## src/hw/rtl/mcr_pkg.sv

```systemverilog
// ----------------------------------------------------------------------------
// mcr_pkg
// Shared widths, codes and types for the midpoint circle rasterizer.
// ----------------------------------------------------------------------------
package mcr_pkg;

	localparam int POINT_W  = 14;
	localparam int COLOR_W  = 24;
	localparam int STEP_W   = 12;
	localparam int ERR_W    = 14;
	localparam int RADIUS_W = 11;
	localparam int CALC_W   = 18;
	localparam int PHASE_W  = 3;

	localparam logic [COLOR_W-1:0] COLOR_RESET = 24'hFF_FFFF;

	localparam logic REG_COLOR_A = 1'b0;
	localparam logic REG_COLOR_B = 1'b1;

	localparam logic [PHASE_W-1:0] PHASE_LAST = 3'd7;

	typedef struct packed {
		logic [COLOR_W-1:0] color;
		logic [POINT_W-1:0] point_y;
		logic [POINT_W-1:0] point_x;
	} point_t;

	typedef struct packed {
		logic empty;
		logic full;
	} queue_status_t;

endpackage

```

## src/hw/rtl/mcr_front.sv

```systemverilog
// ----------------------------------------------------------------------------
// mcr_front
// Accepts items, holds circle state and runs the midpoint step update.
// ----------------------------------------------------------------------------
module mcr_front import mcr_pkg::*; #(
	parameter int COORD_WIDTH = 12
) (
	input  logic                   clk,
	input  logic                   arst_n,
	input  logic                   accept,
	input  logic                   new_circle,
	input  logic [COORD_WIDTH-1:0] center_x,
	input  logic [COORD_WIDTH-1:0] center_y,
	input  logic [RADIUS_W-1:0]    radius,
	output logic                   push,
	output logic [COORD_WIDTH-1:0] rec_cx,
	output logic [COORD_WIDTH-1:0] rec_cy,
	output logic [STEP_W-1:0]      rec_x,
	output logic [STEP_W-1:0]      rec_y,
	output logic                   rec_done
);

	logic [COORD_WIDTH-1:0] center_col_q, center_row_q;
	logic [STEP_W-1:0]      step_x_q, step_y_q;
	logic [ERR_W-1:0]       err_q;
	logic                   active_q;

	logic [STEP_W-1:0]      x_cur, y_cur;
	logic [ERR_W-1:0]       e_cur;
	logic                   act, emit;
	logic signed [CALC_W-1:0] xs, ys, e0, y1, e1, x1, e2;
	logic                   le0, gt1, done;

	always_comb begin
		x_cur = new_circle ? STEP_W'(radius) : step_x_q;
		y_cur = new_circle ? '0 : step_y_q;
		e_cur = new_circle ? '0 : err_q;
		act   = new_circle | active_q;
		emit  = act && (x_cur >= y_cur);

		xs  = signed'(CALC_W'(x_cur));
		ys  = signed'(CALC_W'(y_cur));
		e0  = CALC_W'(signed'(e_cur));
		le0 = (e0 <= 0);
		y1  = le0 ? ys + 1 : ys;
		e1  = le0 ? e0 + (y1 <<< 1) + 1 : e0;
		gt1 = (e1 > 0);
		x1  = gt1 ? xs - 1 : xs;
		e2  = gt1 ? e1 - ((x1 <<< 1) + 1) : e1;
		done = (x1 < y1);
	end

	always_ff @(posedge clk or negedge arst_n) begin
		if (!arst_n) begin
			center_col_q <= '0;
			center_row_q <= '0;
			step_x_q     <= '0;
			step_y_q     <= '0;
			err_q        <= '0;
			active_q     <= 1'b0;
		end else if (accept) begin
			if (new_circle) begin
				center_col_q <= center_x;
				center_row_q <= center_y;
			end
			if (act) begin
				if (emit) begin
					step_x_q <= x1[STEP_W-1:0];
					step_y_q <= y1[STEP_W-1:0];
					err_q    <= e2[ERR_W-1:0];
					active_q <= !done;
				end else begin
					step_x_q <= x_cur;
					step_y_q <= y_cur;
					err_q    <= e_cur;
					active_q <= 1'b0;
				end
			end
		end
	end

	assign push     = accept && emit;
	assign rec_cx   = new_circle ? center_x : center_col_q;
	assign rec_cy   = new_circle ? center_y : center_row_q;
	assign rec_x    = x_cur;
	assign rec_y    = y_cur;
	assign rec_done = done;

endmodule

```

## src/hw/rtl/mcr_fifo.sv

```systemverilog
// ----------------------------------------------------------------------------
// mcr_fifo
// Short queue of step records between front and back.
// ----------------------------------------------------------------------------
module mcr_fifo import mcr_pkg::*; #(
	parameter int WIDTH = 50,
	parameter int DEPTH = 2
) (
	input  logic             clk,
	input  logic             arst_n,
	input  logic             push,
	input  logic [WIDTH-1:0] wr_data,
	input  logic             pop,
	output logic [WIDTH-1:0] rd_data,
	output queue_status_t    status
);

	localparam int PTR_W = (DEPTH > 1) ? $clog2(DEPTH) : 1;
	localparam int CNT_W = $clog2(DEPTH + 1);

	logic [WIDTH-1:0] mem_q [DEPTH];
	logic [PTR_W-1:0] wr_ptr_q, rd_ptr_q;
	logic [CNT_W-1:0] count_q;
	logic             do_push, do_pop;

	assign status.empty = (count_q == '0);
	assign status.full  = (count_q == CNT_W'(DEPTH));
	assign do_push      = push && !status.full;
	assign do_pop       = pop && !status.empty;
	assign rd_data      = mem_q[rd_ptr_q];

	always_ff @(posedge clk) begin
		if (do_push) begin
			mem_q[wr_ptr_q] <= wr_data;
		end
	end

	always_ff @(posedge clk or negedge arst_n) begin
		if (!arst_n) begin
			wr_ptr_q <= '0;
			rd_ptr_q <= '0;
			count_q  <= '0;
		end else begin
			if (do_push) begin
				wr_ptr_q <= (wr_ptr_q == PTR_W'(DEPTH - 1)) ? '0 : wr_ptr_q + 1'b1;
			end
			if (do_pop) begin
				rd_ptr_q <= (rd_ptr_q == PTR_W'(DEPTH - 1)) ? '0 : rd_ptr_q + 1'b1;
			end
			unique case ({do_push, do_pop})
				2'b10:   count_q <= count_q + 1'b1;
				2'b01:   count_q <= count_q - 1'b1;
				default: count_q <= count_q;
			endcase
		end
	end

endmodule

```

## src/hw/rtl/mcr_back.sv

```systemverilog
// ----------------------------------------------------------------------------
// mcr_back
// Point sequencer: expands one step record into eight points, one a cycle unless stalled.
// ----------------------------------------------------------------------------
module mcr_back import mcr_pkg::*; #(
	parameter int COORD_WIDTH = 12
) (
	input  logic                   clk,
	input  logic                   arst_n,
	input  queue_status_t          status,
	output logic                   pop,
	input  logic [COORD_WIDTH-1:0] rec_cx,
	input  logic [COORD_WIDTH-1:0] rec_cy,
	input  logic [STEP_W-1:0]      rec_x,
	input  logic [STEP_W-1:0]      rec_y,
	input  logic                   rec_done,
	input  logic [COLOR_W-1:0]     color_a,
	input  logic [COLOR_W-1:0]     color_b,
	output logic                   out_valid,
	input  logic                   out_ready,
	output point_t                 out_point,
	output logic                   out_last,
	output logic                   out_done
);

	localparam int SUM_W = ((COORD_WIDTH > POINT_W) ? COORD_WIDTH : POINT_W) + 1;

	logic [COORD_WIDTH-1:0] cx_q, cy_q;
	logic [STEP_W-1:0]      x_q, y_q;
	logic                   done_q, cur_valid_q;
	logic [PHASE_W-1:0]     phase_q;

	logic                   out_valid_q, out_last_q, out_done_q;
	point_t                 point_q;

	logic                   adv, finish;
	logic                   use_x_for_col, col_minus, row_minus;
	logic [SUM_W-1:0]       cx_e, cy_e, col_off, row_off, col_sum, row_sum;
	point_t                 point_next;

	assign adv    = cur_valid_q && (!out_valid_q || out_ready);
	assign finish = adv && (phase_q == PHASE_LAST);
	assign pop    = (!cur_valid_q || finish) && !status.empty;

	always_comb begin
		use_x_for_col = (phase_q == 3'd0) || (phase_q == 3'd3) ||
		                (phase_q == 3'd4) || (phase_q == 3'd7);
		col_minus     = (phase_q >= 3'd2) && (phase_q <= 3'd5);
		row_minus     = phase_q[2];
		cx_e    = SUM_W'(cx_q);
		cy_e    = SUM_W'(cy_q);
		col_off = use_x_for_col ? SUM_W'(x_q) : SUM_W'(y_q);
		row_off = use_x_for_col ? SUM_W'(y_q) : SUM_W'(x_q);
		col_sum = col_minus ? cx_e - col_off : cx_e + col_off;
		row_sum = row_minus ? cy_e - row_off : cy_e + row_off;
		point_next.point_x = col_sum[POINT_W-1:0];
		point_next.point_y = row_sum[POINT_W-1:0];
		point_next.color   = phase_q[0] ? color_a : color_b;
	end

	always_ff @(posedge clk) begin
		if (pop) begin
			cx_q   <= rec_cx;
			cy_q   <= rec_cy;
			x_q    <= rec_x;
			y_q    <= rec_y;
			done_q <= rec_done;
		end
		if (adv) begin
			point_q    <= point_next;
			out_last_q <= (phase_q == PHASE_LAST);
			out_done_q <= done_q;
		end
	end

	always_ff @(posedge clk or negedge arst_n) begin
		if (!arst_n) begin
			cur_valid_q <= 1'b0;
			phase_q     <= '0;
			out_valid_q <= 1'b0;
		end else begin
			if (pop) begin
				cur_valid_q <= 1'b1;
				phase_q     <= '0;
			end else if (finish) begin
				cur_valid_q <= 1'b0;
				phase_q     <= '0;
			end else if (adv) begin
				phase_q <= phase_q + 1'b1;
			end
			if (adv) begin
				out_valid_q <= 1'b1;
			end else if (out_ready) begin
				out_valid_q <= 1'b0;
			end
		end
	end

	assign out_valid = out_valid_q;
	assign out_point = point_q;
	assign out_last  = out_last_q;
	assign out_done  = out_done_q;

endmodule

```

## src/hw/rtl/midpoint_circle_rasterizer.sv

```systemverilog
// ----------------------------------------------------------------------------
// midpoint_circle_rasterizer
// Midpoint circle stepper streaming eight symmetric points per step.
// ----------------------------------------------------------------------------
// Each input transaction runs one step of a circle; a step that draws emits
// eight points from the point sequencer in the back end, one per clock
// while the output is not stalled. The front end updates the step state in
// the cycle a transaction is taken and parks the step in a two-entry queue,
// so up to two steps plus the one being drawn can be in flight; a
// transaction that draws nothing is not queued. From acceptance, the first
// point passes through the queue, the record registers and the output register.
module midpoint_circle_rasterizer import mcr_pkg::*; #(
	parameter int COORD_WIDTH = 12
) (
	input  logic                clk,
	input  logic                arst_n,
	input  logic                cfg_we,
	input  logic                cfg_addr,
	input  logic [COLOR_W-1:0]  cfg_wdata,
	input  logic                s_tvalid,
	output logic                s_tready,
	// new_circle, center_x, center_y, radius, zero fill
	input  logic [((1 + 2 * COORD_WIDTH + RADIUS_W + 7) / 8) * 8 - 1:0] s_tdata,
	output logic                m_tvalid,
	input  logic                m_tready,
	// point_x, point_y, point_color, zero fill
	output logic [55:0]         m_tdata,
	output logic                m_tlast,
	// circle_done
	output logic                m_tuser
);

	localparam int REC_W = 2 * COORD_WIDTH + 2 * STEP_W + 1;

	logic [COLOR_W-1:0]     color_a_q, color_b_q;
	logic                   accept, push, pop;
	logic [COORD_WIDTH-1:0] in_cx, in_cy, f_cx, f_cy, b_cx, b_cy;
	logic [RADIUS_W-1:0]    in_radius;
	logic [STEP_W-1:0]      f_x, f_y, b_x, b_y;
	logic                   f_done, b_done;
	logic [REC_W-1:0]       wr_rec, rd_rec;
	queue_status_t          q_status;
	point_t                 point;

	always_ff @(posedge clk or negedge arst_n) begin
		if (!arst_n) begin
			color_a_q <= COLOR_RESET;
			color_b_q <= COLOR_RESET;
		end else if (cfg_we) begin
			unique case (cfg_addr)
				REG_COLOR_A: color_a_q <= cfg_wdata;
				REG_COLOR_B: color_b_q <= cfg_wdata;
				default:     color_a_q <= color_a_q;
			endcase
		end
	end

	assign s_tready  = !q_status.full;
	assign accept    = s_tvalid && s_tready;
	assign in_cx     = s_tdata[COORD_WIDTH:1];
	assign in_cy     = s_tdata[2 * COORD_WIDTH:COORD_WIDTH + 1];
	assign in_radius = s_tdata[2 * COORD_WIDTH + RADIUS_W:2 * COORD_WIDTH + 1];

	mcr_front #(.COORD_WIDTH(COORD_WIDTH)) u_front (
		.clk        (clk),
		.arst_n     (arst_n),
		.accept     (accept),
		.new_circle (s_tdata[0]),
		.center_x   (in_cx),
		.center_y   (in_cy),
		.radius     (in_radius),
		.push       (push),
		.rec_cx     (f_cx),
		.rec_cy     (f_cy),
		.rec_x      (f_x),
		.rec_y      (f_y),
		.rec_done   (f_done)
	);

	assign wr_rec = {f_done, f_y, f_x, f_cy, f_cx};
	assign {b_done, b_y, b_x, b_cy, b_cx} = rd_rec;

	mcr_fifo #(.WIDTH(REC_W), .DEPTH(2)) u_fifo (
		.clk     (clk),
		.arst_n  (arst_n),
		.push    (push),
		.wr_data (wr_rec),
		.pop     (pop),
		.rd_data (rd_rec),
		.status  (q_status)
	);

	mcr_back #(.COORD_WIDTH(COORD_WIDTH)) u_back (
		.clk       (clk),
		.arst_n    (arst_n),
		.status    (q_status),
		.pop       (pop),
		.rec_cx    (b_cx),
		.rec_cy    (b_cy),
		.rec_x     (b_x),
		.rec_y     (b_y),
		.rec_done  (b_done),
		.color_a   (color_a_q),
		.color_b   (color_b_q),
		.out_valid (m_tvalid),
		.out_ready (m_tready),
		.out_point (point),
		.out_last  (m_tlast),
		.out_done  (m_tuser)
	);

	assign m_tdata = {4'b0000, point};

endmodule

```

## config.mk

```make
export PLATFORM = sky130hd
export DESIGN_NAME = midpoint_circle_rasterizer
export DESIGN_NICKNAME = d
export VERILOG_FILES = /design/src/hw/rtl/mcr_pkg.sv /design/src/hw/rtl/mcr_front.sv /design/src/hw/rtl/mcr_fifo.sv /design/src/hw/rtl/mcr_back.sv /design/src/hw/rtl/midpoint_circle_rasterizer.sv
export SDC_FILE = /design/constraint.sdc
export NUM_CORES = 1
export LEC_CHECK = 0
export ABC_AREA = 1
export CAP_MARGIN = 0
export CORE_UTILIZATION = 50
export CTS_BUF_LIST = sky130_fd_sc_hd__clkbuf_4
export CTS_CLUSTER_SIZE = 20
export DETAILED_ROUTE_END_ITERATION = 10
export DONT_BUFFER_PORTS = 1
export PLACE_DENSITY = 0.76
export SYNTH_ARGS = -nofsm -noshare
export SYNTH_HDL_FRONTEND = slang
export SYNTH_HIERARCHICAL = 1
export SYNTH_SLANG_ARGS = --single-unit
```

## constraint.sdc

```tcl
create_clock -name clk -period 6.2 [get_ports clk]
set_clock_uncertainty 0.1 [all_clocks]
set_input_delay 0 -clock clk [delete_from_list [all_inputs] [get_ports clk]]
set_output_delay 0 -clock clk [all_outputs]
set_load 0.01 [all_outputs]
```

==> tab_implementation.tex, run 1 <==
\begin{tabular}{lr}
\hline
Metric & Value \\
\hline
\multicolumn{2}{l}{\textbf{Placed design}} \\
\quad HPWL reported at the end of detailed placement & 35200 um \\
\quad Number of port buffers & 0 \\
\quad Cell count after placement & 2894 \\
\quad Final weighted congestion of routability-driven global placement & 0.930 \\
\multicolumn{2}{l}{\textbf{Logic synthesis}} \\
\quad Number of library cell types mapped by synthesis & 57 \\
\quad Gate Count Post-Synth & 2430 \\
\quad Fraction of synthesis flops using an asynchronous set or reset pin & 0.374 \\
\quad EDFF count, synth & 201 \\
\quad Mapped Avg Cell Area & 7.95 um2 \\
\quad Predominant post-synthesis flop cell & sky130\_fd\_sc\_hd\_\_edfxtp\_1 \\
\quad Sequential area share after synthesis & 0.471 \\
\quad Number of synthesized register bits & 321 \\
\quad Number of warnings printed during yosys synthesis & 6 \\
\quad Netlist area before placement & 19300 um2 \\
\multicolumn{2}{l}{\textbf{STA}} \\
\quad Final number of setup-violating endpoints & 0 \\
\quad Final Hold Fails & 0 \\
\quad Min cycle time layout & 5.91 ns \\
\quad Slew headroom & 0.219 \\
\quad Max-slew violation total from the final report & 0 \\
\quad Final worst-path cycle share & 0.953 \\
\quad Fmax & 0.169 GHz \\
\quad Transition at the pin with the smallest max-transition slack & 1.17 ns \\
\quad Final-layout worst hold slack & 0.0762 ns \\
\multicolumn{2}{l}{\textbf{Status}} \\
\quad Outcome & completed \\
\multicolumn{2}{l}{\textbf{Power and ir drop}} \\
\quad VDD IR max & 243 uV \\
\quad Psw & 0.00563 W \\
\quad Part of the power in combinational logic & 0.536 \\
\quad Switching Share & 0.474 \\
\quad Design internal power & 0.00626 W \\
\quad Static Leakage & 11.0 nW \\
\quad Seq pwr share & 0.301 \\
\quad Power density cells & 522 nW/um2 \\
\quad Clock network fraction of design power & 0.162 \\
\quad Tot Pwr & 0.0119 W \\
\multicolumn{2}{l}{\textbf{Clock network}} \\
\quad Max Buffers Root-to-Sink & 3 \\
\quad CTS tree & done \\
\quad Clock transition at path regs & 0.07 ns \\
\quad Number of clock buffers inserted by TritonCTS & 84 \\
\quad Number of clock sinks seen by CTS & 321 \\
\quad Clock latency on the worst-skew pair & 0.80 ns \\
\quad CTS root buf & sky130\_fd\_sc\_hd\_\_clkbuf\_4 \\
\quad Htree depth & 3 \\
\multicolumn{2}{l}{\textbf{Flow run}} \\
\quad Number of maximum-capacitance violations & 0 \\
\multicolumn{2}{l}{\textbf{Routing}} \\
\quad Detailed-route via count & 16900 \\
\quad Avg Vias per Cell & 5.27 \\
\quad Post-route ant nets & 0 \\
\quad Number of remaining DRC errors & 0 \\
\quad Initial DRT Pass Iterations & 6 \\
\quad Routed len/inst & 16.7 um \\
\quad Violation count after the first detailed-routing iteration & 1391 \\
\quad Total wire length & 53600 um \\
\multicolumn{2}{l}{\textbf{Worst setup path}} \\
\quad Crit-path max cell delay & 0.60 ns \\
\quad Crit end category & flip-flop \\
\quad CP Data Required Time & 6.74 ns \\
\quad Worst endpoint data arrival time & 6.45 ns \\
\quad Largest driver fanout on the critical path & 11 \\
\quad Slowest library cell on the worst path & sky130\_fd\_sc\_hd\_\_dlygate4sd3\_1 \\
\quad Startpoint type of the worst setup path & flip-flop \\
\quad Class of the most critical setup path & flip-flop to flip-flop \\
\multicolumn{2}{l}{\textbf{Worst hold path}} \\
\quad Hold crit path type & input port to flip-flop \\
\multicolumn{2}{l}{\textbf{Die}} \\
\quad Placeable core area & 37800 um2 \\
\quad Die X-Extent & 199 um \\
\quad I/O pin count & 130 \\
\quad Effective utilization at floorplan & 0.511 \\
\quad Total Die Area & 39400 um2 \\
\quad Standard-cell rows & 71 \\
\quad Die height & 199 um \\
\multicolumn{2}{l}{\textbf{Final layout}} \\
\quad Count of filler cells inserted in the layout & 3317 \\
\quad Share of cells above drive strength 1 & 0.116 \\
\quad Post-layout nets & 2813 \\
\quad Layout-stage area growth over the synthesis result & 17.9\% \\
\quad Final cell count without fillers & 3213 \\
\quad Most used cells in the layout excluding fill and tap cells & sky130\_fd\_sc\_hd\_\_nand2\_1 (874), sky130\_fd\_sc\_hd\_\_inv\_1 (318), sky130\_fd\_sc\_hd\_\_edfxtp\_1 (201), sky130\_fd\_sc\_hd\_\_nand3\_1 (160), sky130\_fd\_sc\_hd\_\_dlygate4sd3\_1 (153) \\
\quad Most common cell after layout, fill and taps aside & sky130\_fd\_sc\_hd\_\_nand2\_1 \\
\multicolumn{2}{l}{\textbf{GRT}} \\
\quad Number of global-route vias before repair & 16200 \\
\quad First-pass GRT wire length & 84200 um \\
\quad Pin count of the biggest net entering global routing & 83 \\
\quad Overall Global Routing Usage & 0.274 \\
\quad Remaining global-route overflow & 0 \\
\quad Number of antenna violations at the first check in global routing & 4 \\
\hline
\end{tabular}
## repair_timing
item / in CTS / in global routing
hold buffers: 158 / 0
setup buffers: 0 / 4
endpoints found under the hold margin: 386 / 0
endpoints found under the setup margin: 0 / 14
gates resized for setup: 0 / 27
## cells in the mapped netlist (15+ instances only)
master | instances | share of area
sky130_fd_sc_hd__a21oi_1 | 82 | 0.021
sky130_fd_sc_hd__buf_2 | 25 | 0.0065
sky130_fd_sc_hd__clkbuf_1 | 38 | 0.0074
sky130_fd_sc_hd__dfrtp_1 | 72 | 0.093
sky130_fd_sc_hd__dfstp_2 | 48 | 0.065
sky130_fd_sc_hd__edfxtp_1 | 201 | 0.31
sky130_fd_sc_hd__ha_1 | 105 | 0.068
sky130_fd_sc_hd__inv_1 | 319 | 0.062
sky130_fd_sc_hd__nand2_1 | 876 | 0.17
sky130_fd_sc_hd__nand3_1 | 161 | 0.042
sky130_fd_sc_hd__nand4_1 | 30 | 0.0097
sky130_fd_sc_hd__nor2_1 | 121 | 0.023
sky130_fd_sc_hd__nor3_1 | 15 | 0.0039
sky130_fd_sc_hd__o21ai_0 | 151 | 0.039
sky130_fd_sc_hd__o21ai_1 | 16 | 0.0041
sky130_fd_sc_hd__xor2_1 | 36 | 0.016
## metal layers
layer | global-route usage | up-vias | routed length (um)
li1 | - | 8262 | -
met1 | 0.354 | 7878 | 22700
met2 | 0.453 | 657 | 25800
met3 | 0.0502 | 126 | 3440
met4 | 0.111 | 2 | 1690
met5 | 0 | - | 13
## worst max-delay path, delay by kind of cell, from the launching register on
family | cells | cell delay (ns)
buffers and inverters | 7 | 1.26
adders and majority gates | 2 | 0.70
DFF | 1 | 0.38
and+or+nand+nor | 20 | 2.43
AOI/OAI and AO/OA | 3 | 0.44
xor gates and xnor gates | 2 | 0.48
## flip-flops by register name (all words and copies together) (netlist names), 14 cells and up
register	flops
u_fifo/mem_q	98
color_a_q	24
color_b_q	24
u_front/err_q	14
u_back/out_point	52
## worst paths after layout
path / start / depth (start not counted) / to / slack, ns
setup / recovery: u_front/step_y_q[5] / 34 / u_front/active_q / 0.29
setup reg to reg: u_front/step_y_q[5] / 34 / u_front/active_q / 0.29
max in group asynchronous: arst_n / 4 / u_front/center_row_q[0] / 5.11
min in group asynchronous: arst_n / 3 / color_a_q[4] / 0.45
hold reg to reg: u_back/done_q / 0 / u_back/out_done / 0.33
hold / removal: cfg_we / 4 / color_a_q[14] / 0.08
## kinds of logic after synthesis
family | share of synthesized area
AO/OA/AOI/OAI | 0.0775
XOR/XNOR | 0.0186
adder cells (fa/ha/maj) | 0.0742
buffers and inverters | 0.0898
flip-flops | 0.471
other | 0.000194
AND/OR/NAND/NOR | 0.269
## power groups by stage
stage	sequential [W]	clock, W	combinational, W
2_1_floorplan	0.00352	0	0.00457
3_3_place_gp	0.00359	0	0.00597
3_5_place_dp	0.00361	0	0.00608
4_1_cts	0.00357	0.00195	0.00623
5_1_grt	0.00365	0.00209	0.00721
6_report	0.00358	0.00193	0.00638
## through the flow
stage	cell area (um2)	util	setup TNS (ns)	setup WS, ns
after detailed placement	19800	0.524	0	0.236
after global routing	22800	0.602	-0.143	-0.0496
final	22800	0.602	0	0.292
after floorplan	19300	-	0	0.697
after global placement	19800	0.524	0	0.317
after CTS	22600	0.598	0	0.0679
## final cells by class
| cell class | instances | area, um2 | share of cell area |
|---|---|---|---|
| clock inverter | 28 | 188 | 0.00823 |
| tap | 511 | 639 | 0.0280 |
| clock buffer | 125 | 938 | 0.0412 |
| antenna | 3 | 7.51 | 0.000329 |
| timing repair buffer | 201 | 1990 | 0.0872 |
| multi-input combinational | 1692 | 8670 | 0.380 |
| sequential | 321 | 9100 | 0.399 |
| inverter | 332 | 1260 | 0.0555 |
No activity file was read; power rests on OpenSTA's default activity.
==> run 2: changes to the inputs <==
Settings changed: CTS_BUF_LIST sky130_fd_sc_hd__clkbuf_4 to unset.
==> tab_implementation.tex, run 2 (synthesis gave the netlist of run 1 again) <==
\begin{tabular}{lr}
\hline
Metric & Value \\
\hline
\multicolumn{2}{l}{\textbf{Status}} \\
\quad Outcome & completed \\
\multicolumn{2}{l}{\textbf{Power and ir drop}} \\
\quad Power density cells & 542 nW/um2 \\
\quad Static Leakage & 10.8 nW \\
\quad VDD IR max & 263 uV \\
\multicolumn{2}{l}{\textbf{Routing}} \\
\quad Post-route ant nets & 0 \\
\quad Detailed-route via count & 16500 \\
\quad Avg Vias per Cell & 5.37 \\
\quad Initial DRT Pass Iterations & 6 \\
\quad Number of remaining DRC errors & 0 \\
\quad Routed len/inst & 17.1 um \\
\quad Violation count after the first detailed-routing iteration & 1389 \\
\quad Total wire length & 52700 um \\
\multicolumn{2}{l}{\textbf{Die}} \\
\quad Standard-cell rows & 71 \\
\quad Die height & 199 um \\
\quad Total Die Area & 39400 um2 \\
\quad Effective utilization at floorplan & 0.511 \\
\quad I/O pin count & 130 \\
\quad Placeable core area & 37800 um2 \\
\quad Die X-Extent & 199 um \\
\multicolumn{2}{l}{\textbf{GRT}} \\
\quad Pin count of the biggest net entering global routing & 109 \\
\quad First-pass GRT wire length & 83100 um \\
\quad Overall Global Routing Usage & 0.272 \\
\quad Number of antenna violations at the first check in global routing & 0 \\
\quad Remaining global-route overflow & 0 \\
\quad Number of global-route vias before repair & 15700 \\
\multicolumn{2}{l}{\textbf{Final layout}} \\
\quad Layout-stage area growth over the synthesis result & 16.1\% \\
\quad Antenna diode instance count & 0 \\
\quad Most used cells in the layout excluding fill and tap cells & sky130\_fd\_sc\_hd\_\_nand2\_1 (873), sky130\_fd\_sc\_hd\_\_inv\_1 (317), sky130\_fd\_sc\_hd\_\_edfxtp\_1 (201), sky130\_fd\_sc\_hd\_\_nand3\_1 (159), sky130\_fd\_sc\_hd\_\_o21ai\_0 (150) \\
\quad Number of flip-flops in the largest register & 98 \\
\quad Most flop-heavy register & u\_fifo/mem\_q \\
\quad Share of cells above drive strength 1 & 0.0926 \\
\quad Final cell count without fillers & 3080 \\
\quad Post-route cell area & 22400 um2 \\
\quad Post-layout nets & 2722 \\
\quad Most common cell after layout, fill and taps aside & sky130\_fd\_sc\_hd\_\_nand2\_1 \\
\multicolumn{2}{l}{\textbf{STA}} \\
\quad Sum Neg Setup Slack & 0 ns \\
\quad Fmax & 0.170 GHz \\
\quad Final worst-path cycle share & 0.950 \\
\quad Final Hold Fails & 0 \\
\quad Transition at the pin with the smallest max-transition slack & 1.15 ns \\
\quad Max-slew violation total from the final report & 0 \\
\quad Final number of setup-violating endpoints & 0 \\
\quad Min cycle time layout & 5.89 ns \\
\quad Fin worst setup slack & 0.308 ns \\
\quad Slew headroom & 0.236 \\
\multicolumn{2}{l}{\textbf{Clock network}} \\
\quad Number of clock buffers inserted by TritonCTS & 36 \\
\quad Htree depth & 2 \\
\quad Number of clock sinks seen by CTS & 321 \\
\quad Max Buffers Root-to-Sink & 3 \\
\quad CTS root buf & sky130\_fd\_sc\_hd\_\_clkbuf\_16 \\
\quad Clock transition at path regs & 0.06 ns \\
\quad Clock latency on the worst-skew pair & 0.57 ns \\
\quad CTS tree & done \\
\multicolumn{2}{l}{\textbf{Worst setup path}} \\
\quad CP Data Required Time & 6.56 ns \\
\quad Top delay family on crit path & simple AND/OR/NAND/NOR gates \\
\quad Worst setup startpoint & s\_tdata[0] \\
\quad Register-to-Register Path Depth & 38 \\
\quad Class of the most critical setup path & input port to flip-flop \\
\quad Critical register-to-register path startpoint & u\_front/err\_q[8] \\
\quad Crit-path max cell delay & 0.83 ns \\
\quad Startpoint type of the worst setup path & input port \\
\quad Worst endpoint data arrival time & 6.25 ns \\
\quad Slowest library cell on the worst path & sky130\_fd\_sc\_hd\_\_dlygate4sd3\_1 \\
\quad Worst path buffer plus inverter count & 5 \\
\quad Crit end category & flip-flop \\
\quad Levels on crit path & 35 \\
\quad Largest driver fanout on the critical path & 31 \\
\multicolumn{2}{l}{\textbf{Placed design}} \\
\quad HPWL reported at the end of detailed placement & 35200 um \\
\quad Number of port buffers & 0 \\
\quad Setup slack after placement & 0.236 ns \\
\quad Cell count after placement & 2894 \\
\quad Post-place instance area & 19800 um2 \\
\quad Final weighted congestion of routability-driven global placement & 0.930 \\
\multicolumn{2}{l}{\textbf{Flow run}} \\
\quad Number of maximum-capacitance violations & 0 \\
\multicolumn{2}{l}{\textbf{Worst hold path}} \\
\quad Worst Hold Depth & 3 \\
\quad Hold\_sp & s\_tdata[25] \\
\quad Hold crit path type & input port to flip-flop \\
\hline
\end{tabular}
## run 2: tightest hold or removal path, delay by kind of cell
kind | cells | cell delay [ns]
simple gates | 1 | 0.10
compound gates | 1 | 0.18
buf+inv | 1 | 0.29
## run 2: per-layer routing
layer / wire length, um / up-vias / global-route usage
met5: 0 / - / 0
met4: 1910 / 0 / 0.104
met3: 3400 / 131 / 0.0465
met2: 24800 / 656 / 0.444
met1: 22700 / 7730 / 0.359
li1: - / 8010 / -
## run 2: repair_timing
action,CTS,global route
hold endpoints to repair,354,0
setup endpoints to repair,0,14
buffers inserted,0,7
hold buffers,113,0
gates resized for setup,0,28
## run 2: layout make-up
cell class / instances / area (um2)
clock buffer: 51 / 1060
clock inverter: 15 / 173
fill: 3296 / 15400
inverter: 332 / 1260
multi-input combinational: 1692 / 8670
sequential: 321 / 9100
tap: 511 / 639
timing repair buffer: 158 / 1530
## run 2: path summary, 6_finish.rpt
kind,endpoint,slack [ns]
max,u_front/active_q,0.31
min,u_fifo/mem_q[1][24],0.04
max reg2reg,u_front/active_q,0.32
min reg2reg,u_back/out_done,0.33
max in group asynchronous,u_front/err_q[5],4.11
min in group asynchronous,u_front/step_x_q[3],0.47
## run 2: stage by stage
step	hold slack (ns)	utilization	power, W
after floorplan	-0.396	-	0.00809
after global routing	0.0377	0.593	0.0132
after detailed placement	-0.388	0.524	0.00969
after CTS	0.00591	0.588	0.0120
final	0.0357	0.593	0.0121
after global placement	-0.387	0.524	0.00955
## run 2: power by group
group / switching, W / internal (W) / leakage (nW)
Sequential: 0.000372 / 0.00320 / 3.28
Clock: 0.000890 / 0.00130 / 0.603
Combinational: 0.00434 / 0.00205 / 6.92
==> run 3: changes to the inputs <==
Settings changed: CORE_UTILIZATION 50 to 59, CTS_BUF_LIST set to sky130_fd_sc_hd__clkbuf_8 sky130_fd_sc_hd__clkbuf_16, PLACE_DENSITY 0.76 to 0.86, SETUP_SLACK_MARGIN set to 0.1.
==> tab_implementation.tex, run 3 (synthesis gave the netlist of run 1 again) <==
\begin{tabular}{lr}
\hline
Metric & Value \\
\hline
\multicolumn{2}{l}{\textbf{Status}} \\
\quad Outcome & complete, but fails checks \\
\quad Violated checks & hold timing \\
\multicolumn{2}{l}{\textbf{Die}} \\
\quad Die height & 183 um \\
\quad Placeable core area & 31900 um2 \\
\quad Standard-cell rows & 65 \\
\quad Effective utilization at floorplan & 0.606 \\
\quad I/O pin count & 130 \\
\quad Die X-Extent & 183 um \\
\quad Total Die Area & 33500 um2 \\
\multicolumn{2}{l}{\textbf{Worst setup path}} \\
\quad Largest driver fanout on the critical path & 21 \\
\quad Reg-to-reg critical path endpoint & u\_front/err\_q[12] \\
\quad Cell seen most often among critical-path stages & sky130\_fd\_sc\_hd\_\_nand2\_1 \\
\quad Slowest library cell on the worst path & sky130\_fd\_sc\_hd\_\_dlygate4sd3\_1 \\
\quad Worst setup startpoint & s\_tdata[0] \\
\quad Crit-path max cell delay & 0.87 ns \\
\quad Critical register-to-register path startpoint & u\_front/err\_q[0] \\
\quad CP Data Required Time & 6.53 ns \\
\quad Class of the most critical setup path & input port to flip-flop \\
\quad Register-to-Register Path Depth & 41 \\
\quad Crit end category & flip-flop \\
\quad Capture point of the worst path & u\_front/err\_q[12] \\
\quad Startpoint type of the worst setup path & input port \\
\quad Worst endpoint data arrival time & 6.11 ns \\
\quad Worst setup slack for register-to-register paths & 0.43 ns \\
\multicolumn{2}{l}{\textbf{Clock network}} \\
\quad Max Buffers Root-to-Sink & 3 \\
\quad CTS root buf & sky130\_fd\_sc\_hd\_\_clkbuf\_16 \\
\quad Htree depth & 2 \\
\quad CTS tree & done \\
\quad Clock transition at path regs & 0.06 ns \\
\quad Clock latency on the worst-skew pair & 0.55 ns \\
\quad Number of clock buffers inserted by TritonCTS & 35 \\
\quad Number of clock sinks seen by CTS & 321 \\
\multicolumn{2}{l}{\textbf{STA}} \\
\quad RSZ-0062 raised after global routing & no \\
\quad Final Hold Fails & 3 \\
\quad Sum Neg Setup Slack & 0 ns \\
\quad Transition at the pin with the smallest max-transition slack & 1.18 ns \\
\quad Max-slew violation total from the final report & 0 \\
\quad Min cycle time layout & 5.78 ns \\
\quad Slew headroom & 0.213 \\
\quad Final-layout worst hold slack & -0.0126 ns \\
\quad Final number of setup-violating endpoints & 0 \\
\quad Final worst-path cycle share & 0.932 \\
\quad Fmax & 0.173 GHz \\
\multicolumn{2}{l}{\textbf{GRT}} \\
\quad Pin count of the biggest net entering global routing & 121 \\
\quad Overall Global Routing Usage & 0.321 \\
\quad First-pass GRT wire length & 84100 um \\
\quad Number of antenna violations at the first check in global routing & 1 \\
\quad Number of global-route vias before repair & 16200 \\
\quad Remaining global-route overflow & 0 \\
\multicolumn{2}{l}{\textbf{Worst hold path}} \\
\quad Hold crit path type & input port to asynchronous set/reset pin \\
\multicolumn{2}{l}{\textbf{Final layout}} \\
\quad Count of filler cells inserted in the layout & 2421 \\
\quad Post-layout nets & 2704 \\
\quad Number of flip-flops in the largest register & 98 \\
\quad Most common cell after layout, fill and taps aside & sky130\_fd\_sc\_hd\_\_nand2\_1 \\
\quad Share of cells above drive strength 1 & 0.0875 \\
\quad Layout-stage area growth over the synthesis result & 14.5\% \\
\quad Most flop-heavy register & u\_fifo/mem\_q \\
\quad Most used cells in the layout excluding fill and tap cells & sky130\_fd\_sc\_hd\_\_nand2\_1 (875), sky130\_fd\_sc\_hd\_\_inv\_1 (329), sky130\_fd\_sc\_hd\_\_edfxtp\_1 (201), sky130\_fd\_sc\_hd\_\_nand3\_1 (159), sky130\_fd\_sc\_hd\_\_o21ai\_0 (149) \\
\multicolumn{2}{l}{\textbf{Placed design}} \\
\quad Number of port buffers & 0 \\
\quad Final weighted congestion of routability-driven global placement & 0.955 \\
\quad HPWL reported at the end of detailed placement & 34400 um \\
\multicolumn{2}{l}{\textbf{Routing}} \\
\quad Post-route ant nets & 0 \\
\quad Avg Vias per Cell & 5.62 \\
\quad Routed len/inst & 17.9 um \\
\quad Initial DRT Pass Iterations & 6 \\
\quad Detailed-route via count & 16800 \\
\quad Total wire length & 53500 um \\
\quad Number of remaining DRC errors & 0 \\
\quad Violation count after the first detailed-routing iteration & 1828 \\
\multicolumn{2}{l}{\textbf{Flow run}} \\
\quad Number of maximum-capacitance violations & 0 \\
\multicolumn{2}{l}{\textbf{Power and ir drop}} \\
\quad Power density cells & 542 nW/um2 \\
\quad VDD IR max & 258 uV \\
\quad Static Leakage & 10.7 nW \\
\hline
\end{tabular}
## run 3: worst max-delay path, delay by kind of cell
kind	cells	cell delay [ns]
fa+ha+maj	2	0.70
buf+inv	10	1.88
xor+xnor	2	0.49
simple gates	26	3.02
## run 3: layer usage
layer  GRT usage  vias up  routed length [um]  share of wire
met2       0.530      871               25000           0.47
met3      0.0578      191                4700          0.088
li1            -     7955                   -              -
met4       0.146        0                2330          0.044
met1       0.414     7763               21500           0.40
met5           0        -                   0              0
## run 3: area by class of cell
cell class / instances / area (um2) / area share
inverters: 332 / 1260 / 0.0571
clock buffers: 41 / 970 / 0.0438
well taps: 435 / 544 / 0.0246
clock inverters: 23 / 198 / 0.00893
flip-flops and latches: 321 / 9100 / 0.411
diodes: 1 / 2.50 / 0.000113
multi-input cells: 1692 / 8690 / 0.393
repair buffers: 141 / 1370 / 0.0617
## run 3: report_power, final
part | total (W) | internal, W | leakage [nW] | switching [W]
Clock | 0.00209 | 0.00121 | 0.614 | 0.000877
Sequential | 0.00358 | 0.00321 | 3.28 | 0.000377
Combinational | 0.00633 | 0.00198 | 6.84 | 0.00435
## run 3: worst min path at each step
stage	startpoint	to	slack, ns
finish	arst_n	u_front/err_q[2]	-0.01
global route	s_tdata[0]	u_fifo/mem_q[1][24]	0.004
CTS	cfg_addr	color_b_q[3]	0.003
detailed placement	arst_n	u_front/err_q[11]	-0.39
global placement	arst_n	u_front/err_q[13]	-0.39
floorplan	arst_n	u_back/cur_valid_q	-0.40
## run 3: through the flow
stage,area [um2],power [W],util,instances,worst slack [ns]
final,22100,0.0120,0.694,2986,0.424
after global routing,22100,0.0130,0.694,2986,0.0700
after CTS,22000,0.0118,0.689,2981,0.119
after detailed placement,19700,0.00959,0.618,2813,0.199
after global placement,19700,0.00942,0.618,2813,0.410
after floorplan,19300,0.00809,-,2433,0.697
## run 3: repair_timing
item	CTS	global route
hold buffers	104	0
hold endpoints to repair	337	0
gates resized for setup	0	29
setup buffers	0	4
endpoints found under the setup margin	0	14
